`src/sv/mcd_pkg.sv`:
```
// Shared types, constants and helper functions for the maze carving engine.
// Depends on nothing; every other file imports it.
package mcd_pkg;

   // Grid and field sizes
   localparam int MAX_ROWS  = 32;
   localparam int MAX_COLS  = 32;
   localparam int RAND_BITS = 16;
   localparam int ROW_W     = $clog2(MAX_ROWS);
   localparam int COL_W     = $clog2(MAX_COLS);
   localparam int CELL_W    = ROW_W + COL_W;
   localparam int CELLS     = MAX_ROWS * MAX_COLS;
   localparam int DEPTH_W   = CELL_W + 1;
   localparam int DIM_W     = 6;
   localparam int EC_W      = 5;
   localparam int RND_W     = 16;
   localparam int QIDX_W    = 7;
   localparam int CSR_IDX_W = 2;
   localparam int CSR_DAT_W = 6;

   // Operation codes
   typedef enum logic [1:0] {
      OP_START = 2'd0,
      OP_CARVE = 2'd1,
      OP_QUERY = 2'd2,
      OP_NONE  = 2'd3
   } op_type;

   // Configuration register indexes
   localparam logic [CSR_IDX_W-1:0] CSR_ROWS     = 2'd0;
   localparam logic [CSR_IDX_W-1:0] CSR_COLS     = 2'd1;
   localparam logic [CSR_IDX_W-1:0] CSR_ENTRANCE = 2'd2;

   // Neighbor directions, in scan order
   typedef enum logic [1:0] {
      DIR_UP    = 2'd0,
      DIR_DOWN  = 2'd1,
      DIR_LEFT  = 2'd2,
      DIR_RIGHT = 2'd3
   } dir_type;

   // Wall codes on the result channel
   localparam logic WALL_ROW = 1'b0;
   localparam logic WALL_COL = 1'b1;

   // One cell of a row word
   typedef struct packed {
      logic visited;
      logic col_wall;
      logic row_wall;
   } cell_type;

   typedef cell_type [MAX_COLS-1:0] row_word_type;

   // Controller to datapath commands
   typedef struct packed {
      logic accept;
      logic latch_run;
      logic clear_wr;
      logic clear_mark;
      logic rd_up;
      logic rd_mid;
      logic rd_dn;
      logic cap_up;
      logic cap_mid;
      logic cap_dn;
      logic pop_rd;
      logic pop_ld;
      logic carve;
      logic wr_dn;
      logic q_rd;
      logic q_set;
      logic refuse;
      logic load_rsp;
   } cmd_type;

   // Datapath to controller status
   typedef struct packed {
      op_type op;
      logic   run_ok;
      logic   any_open;
      logic   depth_zero;
      logic   clear_last;
      logic   carve_down;
   } stat_type;

   // Saturate a grid dimension to 2..hi
   function automatic logic [DIM_W-1:0] clamp_dim(input logic [DIM_W-1:0] v,
                                                  input logic [DIM_W-1:0] hi);
      logic [DIM_W-1:0] r;
      if (v < DIM_W'(2)) r = DIM_W'(2);
      else if (v > hi) r = hi;
      else r = v;
      return r;
   endfunction

   // Residue mod 3: bit i weighs 2^i mod 3, i.e. 1 or 2; fold three times
   function automatic logic [1:0] mod3(input logic [RAND_BITS-1:0] v);
      logic [5:0] s1;
      logic [3:0] s2;
      logic [2:0] s3;
      logic [2:0] t;
      s1 = '0;
      for (int i = 0; i < RAND_BITS; i++) begin
         s1 = s1 + ((i % 2 == 1) ? {4'd0, v[i], 1'b0} : {5'd0, v[i]});
      end
      s2 = {3'd0, s1[0]} + {2'd0, s1[1], 1'b0} + {3'd0, s1[2]} +
           {2'd0, s1[3], 1'b0} + {3'd0, s1[4]} + {2'd0, s1[5], 1'b0};
      s3 = {2'd0, s2[0]} + {1'b0, s2[1], 1'b0} + {2'd0, s2[2]} + {1'b0, s2[3], 1'b0};
      t  = (s3 >= 3'd3) ? s3 - 3'd3 : s3;
      t  = (t >= 3'd3) ? t - 3'd3 : t;
      return t[1:0];
   endfunction

endpackage

```
`src/sv/mcd_ctrl.sv`:
```
// Controller state machine of the maze carving engine; drives the datapath
// commands and the channel handshakes. Depends on mcd_pkg.
module mcd_ctrl import mcd_pkg::*; (
   input  logic     clock,
   input  logic     reset,
   input  logic     req_valid,
   output logic     req_ready,
   output logic     rsp_valid,
   input  logic     rsp_ready,
   input  stat_type stat,
   output cmd_type  cmd
);

   typedef enum logic [16:0] {
      S_WIPE   = 17'h00001,
      S_IDLE   = 17'h00002,
      S_START  = 17'h00004,
      S_CLEAR  = 17'h00008,
      S_CHECK  = 17'h00010,
      S_RD_UP  = 17'h00020,
      S_RD_MID = 17'h00040,
      S_RD_DN  = 17'h00080,
      S_EVAL   = 17'h00100,
      S_PICK   = 17'h00200,
      S_POP    = 17'h00400,
      S_POP_LD = 17'h00800,
      S_CARVE  = 17'h01000,
      S_WR_DN  = 17'h02000,
      S_Q_RD   = 17'h04000,
      S_Q_WAIT = 17'h08000,
      S_FINISH = 17'h10000
   } state_type;

   state_type state_ff, state_in;
   logic      rsp_valid_ff, rsp_valid_in;
   logic      slot_free;

   assign req_ready = (state_ff == S_IDLE);
   assign rsp_valid = rsp_valid_ff;
   assign slot_free = !rsp_valid_ff || rsp_ready;

   // Next state and commands
   always_comb begin
      state_in = state_ff;
      cmd      = '0;
      unique case (state_ff)
         S_WIPE: begin
            cmd.clear_wr = 1'b1;
            if (stat.clear_last) state_in = S_IDLE;
         end
         S_IDLE: begin
            if (req_valid) begin
               cmd.accept = 1'b1;
               state_in   = S_START;
            end
         end
         S_START: begin
            // op register now holds the accepted code
            unique case (stat.op)
               OP_START: begin
                  cmd.latch_run = 1'b1;
                  state_in      = S_CLEAR;
               end
               OP_CARVE: state_in = S_CHECK;
               OP_QUERY: state_in = S_Q_RD;
               default:  state_in = S_FINISH;
            endcase
         end
         S_CLEAR: begin
            cmd.clear_wr   = 1'b1;
            cmd.clear_mark = 1'b1;
            if (stat.clear_last) state_in = S_FINISH;
         end
         S_CHECK: begin
            if (stat.run_ok) begin
               state_in = S_RD_UP;
            end else begin
               cmd.refuse = 1'b1;
               state_in   = S_FINISH;
            end
         end
         S_RD_UP: begin
            cmd.rd_up = 1'b1;
            state_in  = S_RD_MID;
         end
         S_RD_MID: begin
            cmd.cap_up = 1'b1;
            cmd.rd_mid = 1'b1;
            state_in   = S_RD_DN;
         end
         S_RD_DN: begin
            cmd.cap_mid = 1'b1;
            cmd.rd_dn   = 1'b1;
            state_in    = S_EVAL;
         end
         S_EVAL: begin
            cmd.cap_dn = 1'b1;
            state_in   = S_PICK;
         end
         S_PICK: begin
            priority if (stat.any_open) begin
               state_in = S_CARVE;
            end else if (stat.depth_zero) begin
               cmd.refuse = 1'b1;
               state_in   = S_FINISH;
            end else begin
               state_in = S_POP;
            end
         end
         S_POP: begin
            cmd.pop_rd = 1'b1;
            state_in   = S_POP_LD;
         end
         S_POP_LD: begin
            cmd.pop_ld = 1'b1;
            state_in   = S_RD_UP;
         end
         S_CARVE: begin
            // a downward carve also marks the new cell in the next row word
            cmd.carve = 1'b1;
            state_in  = stat.carve_down ? S_WR_DN : S_FINISH;
         end
         S_WR_DN: begin
            cmd.wr_dn = 1'b1;
            state_in  = S_FINISH;
         end
         S_Q_RD: begin
            cmd.q_rd = 1'b1;
            state_in = S_Q_WAIT;
         end
         S_Q_WAIT: begin
            cmd.q_set = 1'b1;
            state_in  = S_FINISH;
         end
         S_FINISH: begin
            if (slot_free) begin
               cmd.load_rsp = 1'b1;
               state_in     = S_IDLE;
            end
         end
         default: state_in = S_IDLE;
      endcase
   end

   // Output handshake
   always_comb begin
      rsp_valid_in = rsp_valid_ff;
      if (rsp_valid_ff && rsp_ready) rsp_valid_in = 1'b0;
      if (cmd.load_rsp) rsp_valid_in = 1'b1;
   end

   always_ff @(posedge clock) begin
      if (reset) begin
         state_ff     <= S_WIPE;
         rsp_valid_ff <= 1'b0;
      end else begin
         state_ff     <= state_in;
         rsp_valid_ff <= rsp_valid_in;
      end
   end

   // Result is only loaded into a free output register
   a_load_free: assert property (@(posedge clock) disable iff (reset)
      cmd.load_rsp |-> slot_free) else $error("result loaded over a pending one");
   // Backtracking never pops an empty stack
   a_pop_nonempty: assert property (@(posedge clock) disable iff (reset)
      cmd.pop_rd |-> !stat.depth_zero) else $error("pop of empty path stack");
   // An accepted item leaves idle on the next edge
   a_accept_leaves: assert property (@(posedge clock) disable iff (reset)
      cmd.accept |=> state_ff == S_START) else $error("item accepted but not started");

endmodule

```
`config.mk`:
```
export PLATFORM = sky130hd
export DESIGN_NAME = mcd_ctrl
export DESIGN_NICKNAME = d
export VERILOG_FILES = /design/src/sv/mcd_pkg.sv /design/src/sv/mcd_ctrl.sv
export SDC_FILE = /design/constraint.sdc
export NUM_CORES = 1
export LEC_CHECK = 0
export BUFFER_PORTS_ARGS = -buffer_cell sky130_fd_sc_hd__clkbuf_2
export CAP_MARGIN = 20
export CORE_UTILIZATION = 30
export DETAILED_ROUTE_END_ITERATION = 10
export PLACE_DENSITY = 0.53
export SLEW_MARGIN = 20
export SYNTH_ARGS = -nofsm -noshare
export SYNTH_HDL_FRONTEND = slang
export SYNTH_SLANG_ARGS = --single-unit
```
`constraint.sdc`:
```
create_clock -name clock -period 3.19 [get_ports clock]
set_clock_uncertainty 0.05 [all_clocks]
set_input_delay 0 -clock clock [delete_from_list [all_inputs] [get_ports clock]]
set_output_delay 0 -clock clock [all_outputs]
set_load 0.005 [all_outputs]
```
Word level (Yosys, flattened, before mapping)
Cells that the tools add are included.
{"block": "op_classes", "n_reduce_logical": 8, "n_mux": 34, "n_eq_ne": 23}
{"op": "17-bit one-hot mux with 16 select lines", "count": 1}
{"op": "17-bit 2-to-1 mux", "count": 8}
{"op": "17-bit one-hot mux with 3 select lines", "count": 1}
{"op": "1-bit 2-to-1 mux", "count": 23}
{"op": "17-bit by 1-bit equality test with 1-bit output (second input constant)", "count": 1}
{"op": "17-bit by 10-bit equality test with 1-bit output (second input constant)", "count": 1}
{"op": "17-bit by 11-bit equality test with 1-bit output (second input constant)", "count": 1}
{"op": "17-bit by 12-bit equality test with 1-bit output (second input constant)", "count": 1}
{"op": "17-bit by 13-bit equality test with 1-bit output (second input constant)", "count": 1}
{"op": "17-bit by 14-bit equality test with 1-bit output (second input constant)", "count": 1}
{"op": "17-bit by 15-bit equality test with 1-bit output (second input constant)", "count": 1}
{"op": "17-bit by 16-bit equality test with 1-bit output (second input constant)", "count": 1}
{"op": "17-bit equality test (second input constant)", "count": 1}
{"op": "17-bit by 2-bit equality test with 1-bit output (second input constant)", "count": 1}
{"op": "17-bit by 3-bit equality test with 1-bit output (second input constant)", "count": 1}
{"op": "17-bit by 4-bit equality test with 1-bit output (second input constant)", "count": 1}
{"op": "17-bit by 5-bit equality test with 1-bit output (second input constant)", "count": 1}
{"op": "17-bit by 6-bit equality test with 1-bit output (second input constant)", "count": 1}
{"op": "17-bit by 7-bit equality test with 1-bit output (second input constant)", "count": 1}
{"op": "17-bit by 8-bit equality test with 1-bit output (second input constant)", "count": 1}
{"op": "17-bit by 9-bit equality test with 1-bit output (second input constant)", "count": 1}
{"op": "2-bit inequality test (second input constant)", "count": 4}
{"op": "4-bit AND reduction", "count": 1}
{"op": "2-bit OR reduction", "count": 2}
{"op": "8 further kinds", "count": 8}
{"block": "word_totals", "input_bits": 11, "reg_bits": 18, "output_inout_bits": 20, "wordCells": 67}

Logic depth before layout (Yosys ltp)
Gate-level depths: netlist of run 1.
{"block": "logic_depth", "depth_word": 5, "ltp_mapped": 7, "depth_no_buf": 7}

Worst setup path before layout of run 1
Ideal clock, no wire load.
{"block": "synth_timing", "kind": "register to register", "startpoint": "register state_ff[0]", "endpoint": "register state_ff[16]", "path_buffers": 1, "t_arrival_ps": 2015, "slack_ps": 1046, "period_less_slack_ps": 2144, "required_time_ps": 3061, "setup_ps": 79, "path_stages_with_launch": 8, "cell_sequence": "dfxtp_1 -> buf_6 -> nor4_4 -> nand4_2 -> or3_1 -> or3b_4 -> o221a_1 -> a211oi_2"}
{"block": "synth_between", "elab_chain_len": 3, "elab_cells_between_ends": 24, "cone_classes": "21 x eq/ne; 1 x mux; 2 x reduce/logical"}
{"element": "from (decl)", "line": "mcd_ctrl.sv:34", "source": "state_type state_ff, state_in;"}
{"element": "from (signal assigned)", "line": "mcd_ctrl.sv:157", "source": "state_ff <= state_in;"}
{"element": "17-bit by 16-bit equality test with 1-bit output (tied with other cells)", "line": "mcd_ctrl.sv:46", "source": "unique case (state_ff)"}
{"element": "2-bit OR reduction (no line) or 2-bit inequality test (tied branches)"}
{"element": "17-bit one-hot mux with 16 select lines or 4-bit AND reduction (tied branches)"}
Several ways; a longest one is shown, not always the timed one.
A chain may end at the register's enable or synchronous reset.

Worst setup path after layout of run 1
{"block": "layout_timing", "startpoint": "register state_ff[0]", "endpoint": "register state_ff[10]"}
Same word-level chain as after synthesis.

==> flow_metrics.py, run 1 <==
metrics = {
    "power": {
        "internal_power_of_the_cells_mw": 0.3767,
        "share_seq_of_total_power_pct": 46.8,
        "power_switching_share_pct": 26.60,
        "power_per_cell_area_nw_per_um2": 365.9,
        "power.static_leakage_nw": 0.5832,
        "power_mw": 0.5132,
        "vdd_drop_max_uv": 220.5,
        "comb_power_share_pct": 15.3,
        "power.switching_mw": 0.1365,
        "power.clock.fraction_pct": 38.0,
    },
    "sta": {
        "hold_viol": 0,
        "final_period_minus_worst_setup_slack_ns": 2.595,
        "fmax_mhz": 385.3,
        "slew_headroom_pct": 61.25,
        "final.setup.tns_ns": 0,
        "hold_slack_ns": 0.04627,
        "postLayoutSetupSlackWorst_ns": 0.5946,
        "timing_worst_slew_pin_value_ns": 0.5731,
        "timing.final.crit_share_pct": 81.36,
        "setup_viol": 0,
        "finalMaxSlewViolations": 0,
        "rsz0062_at_grt": "false",
    },
    "synthesis": {
        "syn_avg_cell_area_sq_um": 8.700,
        "synthesis.nets": 140,
        "netlist_instances": 129,
        "ys_top_cells_by_area": "sky130_fd_sc_hd__dfxtp_1, sky130_fd_sc_hd__nor2_1, sky130_fd_sc_hd__nor3b_1, sky130_fd_sc_hd__nor3_1, sky130_fd_sc_hd__nor4b_1",
        "post-synth-top-count-cell": "sky130_fd_sc_hd__nor2_1",
        "async_flop_share_pct": 0,
        "yosys.area.top_type_share_pct": 32.11,
        "ys_dominant_reg_cell": "sky130_fd_sc_hd__dfxtp_1",
        "synth-edff-count": 0,
        "ys_types": 48,
        "syn_area_sq_um": 1122,
        "ys_seq_elements": 18,
        "yosys_warnings": 0,
        "netlist_top_cells_count": "sky130_fd_sc_hd__nor2_1, sky130_fd_sc_hd__dfxtp_1, sky130_fd_sc_hd__nor3_1",
        "synth_largest_area_cell": "sky130_fd_sc_hd__dfxtp_1",
        "yosysSeqAreaShare_pct": 32.11,
    },
    "place": {
        "io_buffer_count": 30,
        "place_congestion": 0.8466,
        "dp_hpwl_microns": 2030,
        "placed_cells": 197,
        "placed_area_sq_um": 1257,
        "pre_cts_ws_ns": 0.9003,
    },
    "worst_setup_path": {
        "worst_setup_end_kind": "register",
        "crit_path_top_delay_cell": "sky130_fd_sc_hd__or4_2",
        "cp-start-kind": "register",
        "timing.critical_path.slowest_cell_delay_ns": 0.74,
        "cell_chain_of_the_critical_path": "or4_2, nor2_2, and3b_2, nand3b_1, nor4_1, dlygate4sd3_1",
        "worst_r2r_path_depth": 6,
        "critical_path.reg2reg.startpoint": "state_ff[0]",
        "required_time_worst_endpoint_ns": 3.35,
        "worst-endpoint-arrival_ns": 2.75,
        "critical_path.max_fanout": 10,
        "critPathBufInv": 1,
        "regToRegEndpoint": "state_ff[10]",
        "internal_reg_to_reg_setup_slack_ns": 0.59,
        "cp_num_cells": 6,
        "timing_worst_setup_path_type": "register to register",
        "timing.critical_path.max_delay_family": "simple AND/OR/NAND/NOR gates",
    },
    "clock_network": {
        "tritoncts": "done",
        "buffer_levels_on_the_longest_clock_path": 2,
        "cts_inserted_buffers": 3,
        "worstSkewPairLatency_ns": 0.26,
        "post_cts_setup_buffers": 0,
        "htree_levels": 1,
        "clk_pin_slew_ns": 0.07,
        "clk_root_buffer_cell": "sky130_fd_sc_hd__clkbuf_8",
        "cts_num_sinks": 18,
    },
    "floorplanning": {
        "dieHeight_microns": 63.17,
        "io-pin-count": 31,
        "floorplan.initialDensity_pct": 32.36,
        "row_count": 21,
        "fp.dieArea_sq_um": 3990,
        "floorplan.core_area_sq_um": 3468,
        "chipWidth_microns": 63.17,
    },
    "layout": {
        "syn2layout_area_growth_pct": 24.97,
        "final_util_pct": 40.44,
        "fin_area_sq_um": 1403,
        "n_fill_cell": 370,
        "n_diodes": 0,
        "final_net_count": 176,
        "post_route_cells_drive_above_1_share_pct": 28.66,
        "stdcell_count": 210,
    },
    "grt": {
        "grt_antenna_before_repair": 0,
        "first_pass_grt_wire_length_microns": 4512,
        "grt_use_total_pct": 14.55,
        "grt_overflow_total": 0,
        "grt_start_max_net_pins": 20,
        "first_global_vias": 998,
    },
    "flow_run": {
        "maxCapViolations": 0,
    },
    "worst_hold_path": {
        "hold_path.class": "input pin to register",
        "hold-path-endpoint": "rsp_valid",
        "worst_hold_startpoint": "rsp_ready",
        "hold_depth": 3,
    },
    "routing": {
        "first_iter_violations": 71,
        "route.detailed.wl_per_inst_microns": 13.11,
        "detail_route.vias_per_cell": 5.157,
        "drt.antenna.violating_nets": 0,
        "drt_pass1_iterations": 4,
        "drcViolationCount": 0,
        "routed_wl_microns": 2753,
        "via_count": 1083,
    },
    "run_status": {
        "status": "finished clean",
    },
}
[layout make-up]
| class | count | area (sq um) | share of cell area, % |
|---|---|---|---|
| clock buffer | 4 | 55.05 | 3.925 |
| inverter | 2 | 7.507 | 0.5352 |
| multi-input combinational | 101 | 681.9 | 48.62 |
| sequential | 18 | 360.3 | 25.69 |
| tap | 46 | 57.56 | 4.103 |
| timing repair buffer | 39 | 240.2 | 17.13 |
[worst max path at each step]
stage,from,endpoint,slack (ns)
floorplan,state_ff[0],state_ff[16],1.05
global placement,state_ff[0],state_ff[16],0.95
detailed placement,state_ff[4],state_ff[16],0.90
CTS,state_ff[0],state_ff[10],0.64
global route,state_ff[0],state_ff[10],0.44
finish,state_ff[0],state_ff[10],0.59
[metal layers]
metal,GRT usage [%],vias up,wire length (microns)
met5,0,-,0
met2,21.91,37,1210
met1,19.07,498,1322
met4,5.523,0,40
li1,-,543,-
met3,4.710,5,179
[cell families (layout without fill, tap and decap cells)]
group | Yosys count | in the layout | synth area share (%)
AOI/OAI and AO/OA | 17 | 17 | 11.15
xor gates and xnor gates | 5 | 5 | 3.903
buffers and inverters | 10 | 45 | 7.135
DFF | 18 | 18 | 32.11
and+or+nand+nor | 79 | 79 | 45.71
[sequential cells by signal (all words and copies together), names as in the netlist]
name and cells:
rsp_valid 1, state_ff 17
[worst reg2reg max path: cells and delay by family, from the launching register on]
kind | cells | cell delay (ns)
AND/OR/NAND/NOR | 5 | 1.48
flip-flops | 1 | 0.42
buffers and inverters | 1 | 0.59
[cell usage in the layout, fill, tap and decap left out, drive strengths merged, types with 3 or more instances in the layout]
master / Yosys / layout
a21oi: 4 / 4
clkbuf: 3 / 34
dfxtp: 18 / 18
dlygate4sd3: 0 / 9
nand2: 5 / 5
nand2b: 3 / 3
nand3b: 3 / 3
nand4: 5 / 5
nor2: 21 / 21
nor2b: 4 / 4
nor3: 8 / 8
nor3b: 6 / 6
nor4: 3 / 3
nor4b: 4 / 4
or4: 3 / 3
xor2: 3 / 3
[power by group through the flow]
| stage | sequential [mW] | combinational, mW | clock [mW] |
|---|---|---|---|
| after floorplan | 0.236 | 0.0621 | 0 |
| after global placement | 0.245 | 0.0696 | 0 |
| after detailed placement | 0.245 | 0.0696 | 0 |
| after CTS | 0.240 | 0.0777 | 0.198 |
| after global routing | 0.242 | 0.0870 | 0.209 |
| final | 0.240 | 0.0783 | 0.195 |
[timing repair]
action                    CTS  global route
hold buffers                9             0
hold endpoints to repair    7             0
resized for setup           0             0
Power figures use the tool's default switching activity.
==> run 2, diff against run 1 <==
ABC_AREA = 1   (was default)
PLACE_DENSITY = 0.52   (was 0.53)
clock period = 2.4 ns   (was 3.19 ns; I/O delays follow)
==> flow_metrics.py, run 2 <==
metrics = {
    "run_status": {
        "status": "finished clean",
    },
    "clock_network": {
        "tritoncts": "done",
        "clk_pin_slew_ns": 0.07,
        "buffer_levels_on_the_longest_clock_path": 2,
        "post_cts_setup_buffers": 0,
        "clk_root_buffer_cell": "sky130_fd_sc_hd__clkbuf_8",
        "cts_inserted_buffers": 3,
        "htree_levels": 1,
        "worstSkewPairLatency_ns": 0.26,
        "cts_num_sinks": 18,
    },
    "worst_setup_path": {
        "regToRegEndpoint": "state_ff[14]",
        "worst_setup_end_kind": "register",
        "critical_path.reg2reg.startpoint": "state_ff[14]",
        "critical_path.max_fanout": 11,
        "worst-endpoint-arrival_ns": 2.08,
        "critical_path_source": "state_ff[14]",
        "cp-start-kind": "register",
        "timing_worst_setup_path_type": "register to register",
        "required_time_worst_endpoint_ns": 2.55,
        "internal_reg_to_reg_setup_slack_ns": 0.47,
        "worst_r2r_path_depth": 6,
    },
    "synthesis": {
        "syn_avg_cell_area_sq_um": 6.967,
        "ys_seq_elements": 18,
        "synthesis.nets": 201,
        "post-synth-top-count-cell": "sky130_fd_sc_hd__inv_1",
        "ys_types": 31,
        "synth-edff-count": 0,
        "yosys_warnings": 0,
        "syn_area_sq_um": 1324,
        "netlist_instances": 190,
        "synth_largest_area_cell": "sky130_fd_sc_hd__dfxtp_1",
        "netlist_top_cells_count": "sky130_fd_sc_hd__inv_1, sky130_fd_sc_hd__nor2_1, sky130_fd_sc_hd__nand2_1",
        "yosys.area.top_type_share_pct": 27.22,
        "async_flop_share_pct": 0,
        "ys_dominant_reg_cell": "sky130_fd_sc_hd__dfxtp_1",
        "ys_top_cells_by_area": "sky130_fd_sc_hd__dfxtp_1, sky130_fd_sc_hd__inv_1, sky130_fd_sc_hd__nand3_2, sky130_fd_sc_hd__nor2_1, sky130_fd_sc_hd__nand2_1",
        "yosysSeqAreaShare_pct": 27.22,
    },
    "power": {
        "vdd_drop_max_uv": 235.6,
        "power.static_leakage_nw": 0.9019,
        "power_mw": 0.6803,
        "power_per_cell_area_nw_per_um2": 419.9,
    },
    "worst_hold_path": {
        "hold_path.class": "input pin to register",
        "hold_depth": 4,
        "hold-path-endpoint": "state_ff[4]",
        "worst_hold_startpoint": "stat[6]",
    },
    "grt": {
        "first_global_vias": 1106,
        "grt_antenna_before_repair": 0,
        "grt_use_total_pct": 14.23,
        "grt_start_max_net_pins": 16,
        "grt_overflow_total": 0,
        "first_pass_grt_wire_length_microns": 4919,
    },
    "place": {
        "io_buffer_count": 30,
        "place_congestion": 0.7593,
        "pre_cts_ws_ns": 0.7179,
        "dp_hpwl_microns": 2381,
    },
    "sta": {
        "fmax_mhz": 517.8,
        "final.setup.tns_ns": 0,
        "timing.final.crit_share_pct": 80.47,
        "slew_headroom_pct": 75.35,
        "postLayoutSetupSlackWorst_ns": 0.4687,
        "rsz0062_at_grt": "false",
        "setup_viol": 0,
        "hold_viol": 0,
        "final_period_minus_worst_setup_slack_ns": 1.931,
        "timing_worst_slew_pin_value_ns": 0.3689,
        "finalMaxSlewViolations": 0,
    },
    "routing": {
        "route.detailed.wl_per_inst_microns": 10.60,
        "routed_wl_microns": 2926,
        "detail_route.vias_per_cell": 4.326,
        "drcViolationCount": 0,
        "via_count": 1194,
        "drt.antenna.violating_nets": 0,
        "drt_pass1_iterations": 3,
        "first_iter_violations": 36,
    },
    "floorplanning": {
        "chipWidth_microns": 68.43,
        "io-pin-count": 31,
        "dieHeight_microns": 68.43,
        "floorplan.core_area_sq_um": 4115,
        "row_count": 23,
        "fp.dieArea_sq_um": 4682,
        "floorplan.initialDensity_pct": 32.17,
    },
    "layout": {
        "regArea_sq_um": 360.3,
        "final_common_cell": "sky130_fd_sc_hd__inv_1",
        "n_diodes": 0,
        "syn2layout_area_growth_pct": 22.40,
        "largest_register_ff_count": 17,
        "final_net_count": 238,
        "post_route_cells_drive_above_1_share_pct": 33.63,
        "commonest_cells_after_routing_fill_and_taps_aside": "sky130_fd_sc_hd__inv_1, sky130_fd_sc_hd__clkbuf_2, sky130_fd_sc_hd__nor2_1, sky130_fd_sc_hd__nand2_1, sky130_fd_sc_hd__dfxtp_1",
        "n_fill_cell": 453,
        "multi_input_area_sq_um": 732.0,
        "top_register": "state_ff",
    },
    "flow_run": {
        "maxCapViolations": 0,
    },
}
## run 2: cell type report
type / count / area share [%]
flip-flops and latches: 18 / 22.24
repair buffers: 37 / 13.59
inverters: 50 / 11.74
well taps: 50 / 3.861
multi-input cells: 117 / 45.17
clock buffers: 4 / 3.398
## run 2: metal layers
metal	vias to the layer above	routed length, microns	global-route usage, %
li1	654	-	-
met1	514	1525	19.13
met2	24	1269	22.67
met3	2	117	4.000
met4	0	13	2.344
met5	-	0	0
## run 2: cells by family after synthesis
family	after synthesis	share of synthesized area, %
and+or+nand+nor	107	49.62
buffers and inverters	55	17.49
DFF	18	27.22
AOI/OAI and AO/OA	10	5.672
## run 2: worst max-delay path, stage by stage (launching register included)
cell and delay, ns:
sky130_fd_sc_hd__dfxtp_1 0.35, sky130_fd_sc_hd__nor2_4 0.15, sky130_fd_sc_hd__nand2_4 0.09, sky130_fd_sc_hd__nor2_4 0.31, sky130_fd_sc_hd__nand3_2 0.12, sky130_fd_sc_hd__nor4_1 0.21, sky130_fd_sc_hd__dlygate4sd3_1 0.59
## run 2: report_power, final
group          switching (mW)  internal [mW]  total (mW)
Sequential            0.00501          0.304       0.309
Combinational          0.0729         0.0448       0.118
Clock                   0.108          0.146       0.254
## run 2: how the worst max path moves through the flow
stage	to	slack (ns)	cells after the start
finish	state_ff[14]	0.47	6
global route	state_ff[14]	0.27	6
detailed placement	state_ff[16]	0.72	11
floorplan	state_ff[3]	0.97	10
CTS	state_ff[14]	0.45	6
global placement	state_ff[16]	0.76	11
## run 2: metrics by stage
step	utilization [%]	instance area (sq um)	hold slack [ns]	cells
5_1_grt	39.37	1620	0.05878	276
2_1_floorplan	-	1324	-0.005330	190
4_1_cts	39.37	1620	0.03042	276
3_5_place_dp	36.33	1495	0.1418	265
6_report	39.37	1620	0.03568	276
3_3_place_gp	36.33	1495	0.1468	265
## run 2: repair_timing
action,CTS,global route
hold buffers,7,0
hold endpoints to repair,6,0
gates resized for setup,0,0
==> run 3, diff against run 2 <==
clock period = 2 ns   (was 2.4 ns; I/O delays follow)
==> flow_metrics.py, run 3 (synthesis gave the netlist of run 2 again) <==
metrics = {
    "run_status": {
        "status": "finished clean",
    },
    "clock_network": {
        "cts.repair.resized": 0,
        "clk_root_buffer_cell": "sky130_fd_sc_hd__clkbuf_8",
        "htree_levels": 1,
        "buffer_levels_on_the_longest_clock_path": 2,
        "tritoncts": "done",
        "cts_num_sinks": 18,
        "cts_inserted_buffers": 3,
        "worstSkewPairLatency_ns": 0.25,
        "post_cts_setup_buffers": 0,
        "clk_pin_slew_ns": 0.07,
        "cts_hold_buffers": 7,
    },
    "routing": {
        "drcViolationCount": 0,
        "detail_route.vias_per_cell": 4.344,
        "drt_pass1_iterations": 4,
        "route.detailed.wl_per_inst_microns": 10.63,
        "first_iter_violations": 27,
        "via_count": 1199,
        "routed_wl_microns": 2933,
        "drt.antenna.violating_nets": 0,
    },
    "power": {
        "vdd_drop_max_uv": 324.8,
        "power.clock.fraction_pct": 36.8,
        "power_switching_share_pct": 26.94,
        "power.static_leakage_nw": 0.8991,
        "power.switching_mw": 0.2192,
        "comb_power_share_pct": 17.6,
        "power_mw": 0.8135,
        "internal_power_of_the_cells_mw": 0.5943,
        "share_seq_of_total_power_pct": 45.6,
        "power_per_cell_area_nw_per_um2": 502.1,
    },
    "layout": {
        "commonest_cells_after_routing_fill_and_taps_aside": "sky130_fd_sc_hd__inv_1, sky130_fd_sc_hd__clkbuf_2, sky130_fd_sc_hd__nor2_1, sky130_fd_sc_hd__nand2_1, sky130_fd_sc_hd__dfxtp_1",
        "top_register": "state_ff",
        "final_net_count": 238,
        "regArea_sq_um": 360.3,
        "n_diodes": 0,
        "final_common_cell": "sky130_fd_sc_hd__inv_1",
        "multi_input_area_sq_um": 732.0,
        "fin_area_sq_um": 1620,
        "n_fill_cell": 457,
        "syn2layout_area_growth_pct": 22.40,
        "stdcell_count": 276,
        "post_route_cells_drive_above_1_share_pct": 33.63,
        "largest_register_ff_count": 17,
    },
    "sta": {
        "fmax_mhz": 542.7,
        "final.setup.tns_ns": 0,
        "final_period_minus_worst_setup_slack_ns": 1.843,
        "hold_viol": 0,
        "postLayoutSetupSlackWorst_ns": 0.1573,
        "timing_worst_slew_pin_value_ns": 0.3866,
        "slew_headroom_pct": 74.17,
        "finalMaxSlewViolations": 0,
        "rsz0062_at_grt": "false",
        "timing.final.crit_share_pct": 92.14,
        "setup_viol": 0,
    },
    "grt": {
        "first_pass_grt_wire_length_microns": 4926,
        "grt_antenna_before_repair": 0,
        "grt_overflow_total": 0,
        "grt_start_max_net_pins": 16,
        "grt_use_total_pct": 14.34,
        "first_global_vias": 1099,
    },
    "place": {
        "placed_area_sq_um": 1495,
        "place_congestion": 0.7619,
        "placed_cells": 265,
        "pre_cts_ws_ns": 0.3044,
        "dp_hpwl_microns": 2345,
        "io_buffer_count": 30,
    },
    "worst_setup_path": {
        "critical_path.reg2reg.startpoint": "state_ff[10]",
        "worst_setup_end_kind": "register",
        "required_time_worst_endpoint_ns": 2.15,
        "cp-start-kind": "register",
        "regToRegEndpoint": "state_ff[10]",
        "critical_path.max_fanout": 3,
        "internal_reg_to_reg_setup_slack_ns": 0.16,
        "worst_r2r_path_depth": 6,
        "timing_worst_setup_path_type": "register to register",
        "worst-endpoint-arrival_ns": 1.99,
    },
    "floorplanning": {
        "floorplan.initialDensity_pct": 32.17,
        "fp.dieArea_sq_um": 4682,
        "io-pin-count": 31,
        "row_count": 23,
        "floorplan.core_area_sq_um": 4115,
        "dieHeight_microns": 68.43,
        "chipWidth_microns": 68.43,
    },
    "worst_hold_path": {
        "hold-path-endpoint": "state_ff[2]",
        "hold_path.class": "input pin to register",
        "hold_depth": 5,
        "worst_hold_startpoint": "stat[1]",
    },
    "flow_run": {
        "maxCapViolations": 0,
    },
}
[run 3: worst max-delay path by stage]
stage,from,end,slack [ns]
2_1_floorplan,state_ff[13],state_ff[3],0.57
3_3_place_gp,state_ff[14],state_ff[16],0.36
3_5_place_dp,state_ff[10],state_ff[16],0.30
4_1_cts,state_ff[0],state_ff[10],0.18
5_1_grt,state_ff[10],cmd[16],0.04
6_report,state_ff[10],state_ff[10],0.16
[run 3: routing by layer]
metal | vias up | global-route usage [%] | wire length (microns)
met3 | 2 | 4.000 | 165
li1 | 652 | - | -
met2 | 32 | 23.65 | 1271
met4 | 0 | 3.125 | 18
met1 | 513 | 18.35 | 1478
met5 | - | 0 | 0
[run 3: stage by stage]
step                util, %  hold slack, ns
finish                39.37         0.05939
detailed placement    36.33          0.1426
global placement      36.33          0.1466
global route          39.37         0.08297
CTS                   39.37         0.05543
floorplan                 -       -0.005330
[run 3: final cells by class]
class	instances	share of cell area, %
multi-input combinational	117	45.17
sequential	18	22.24
tap	50	3.861
inverter	50	11.74
clock buffer	4	3.398
timing repair buffer	37	13.59
[run 3: power groups by stage]
stage          clock, mW  combinational (mW)  sequential, mW
6_report           0.300               0.143           0.371
5_1_grt            0.329               0.160           0.371
4_1_cts            0.310               0.146           0.370
3_5_place_dp           0               0.135           0.379
3_3_place_gp           0               0.135           0.379
2_1_floorplan          0              0.0999           0.378
[run 3: worst max-delay path, cell delays in order, from the launching register on]
cell	delay, ns
sky130_fd_sc_hd__dfxtp_1	0.32
sky130_fd_sc_hd__nor2_1	0.18
sky130_fd_sc_hd__nand2_1	0.08
sky130_fd_sc_hd__nor2_1	0.24
sky130_fd_sc_hd__nand3_2	0.16
sky130_fd_sc_hd__nor4_1	0.18
sky130_fd_sc_hd__dlygate4sd3_1	0.58
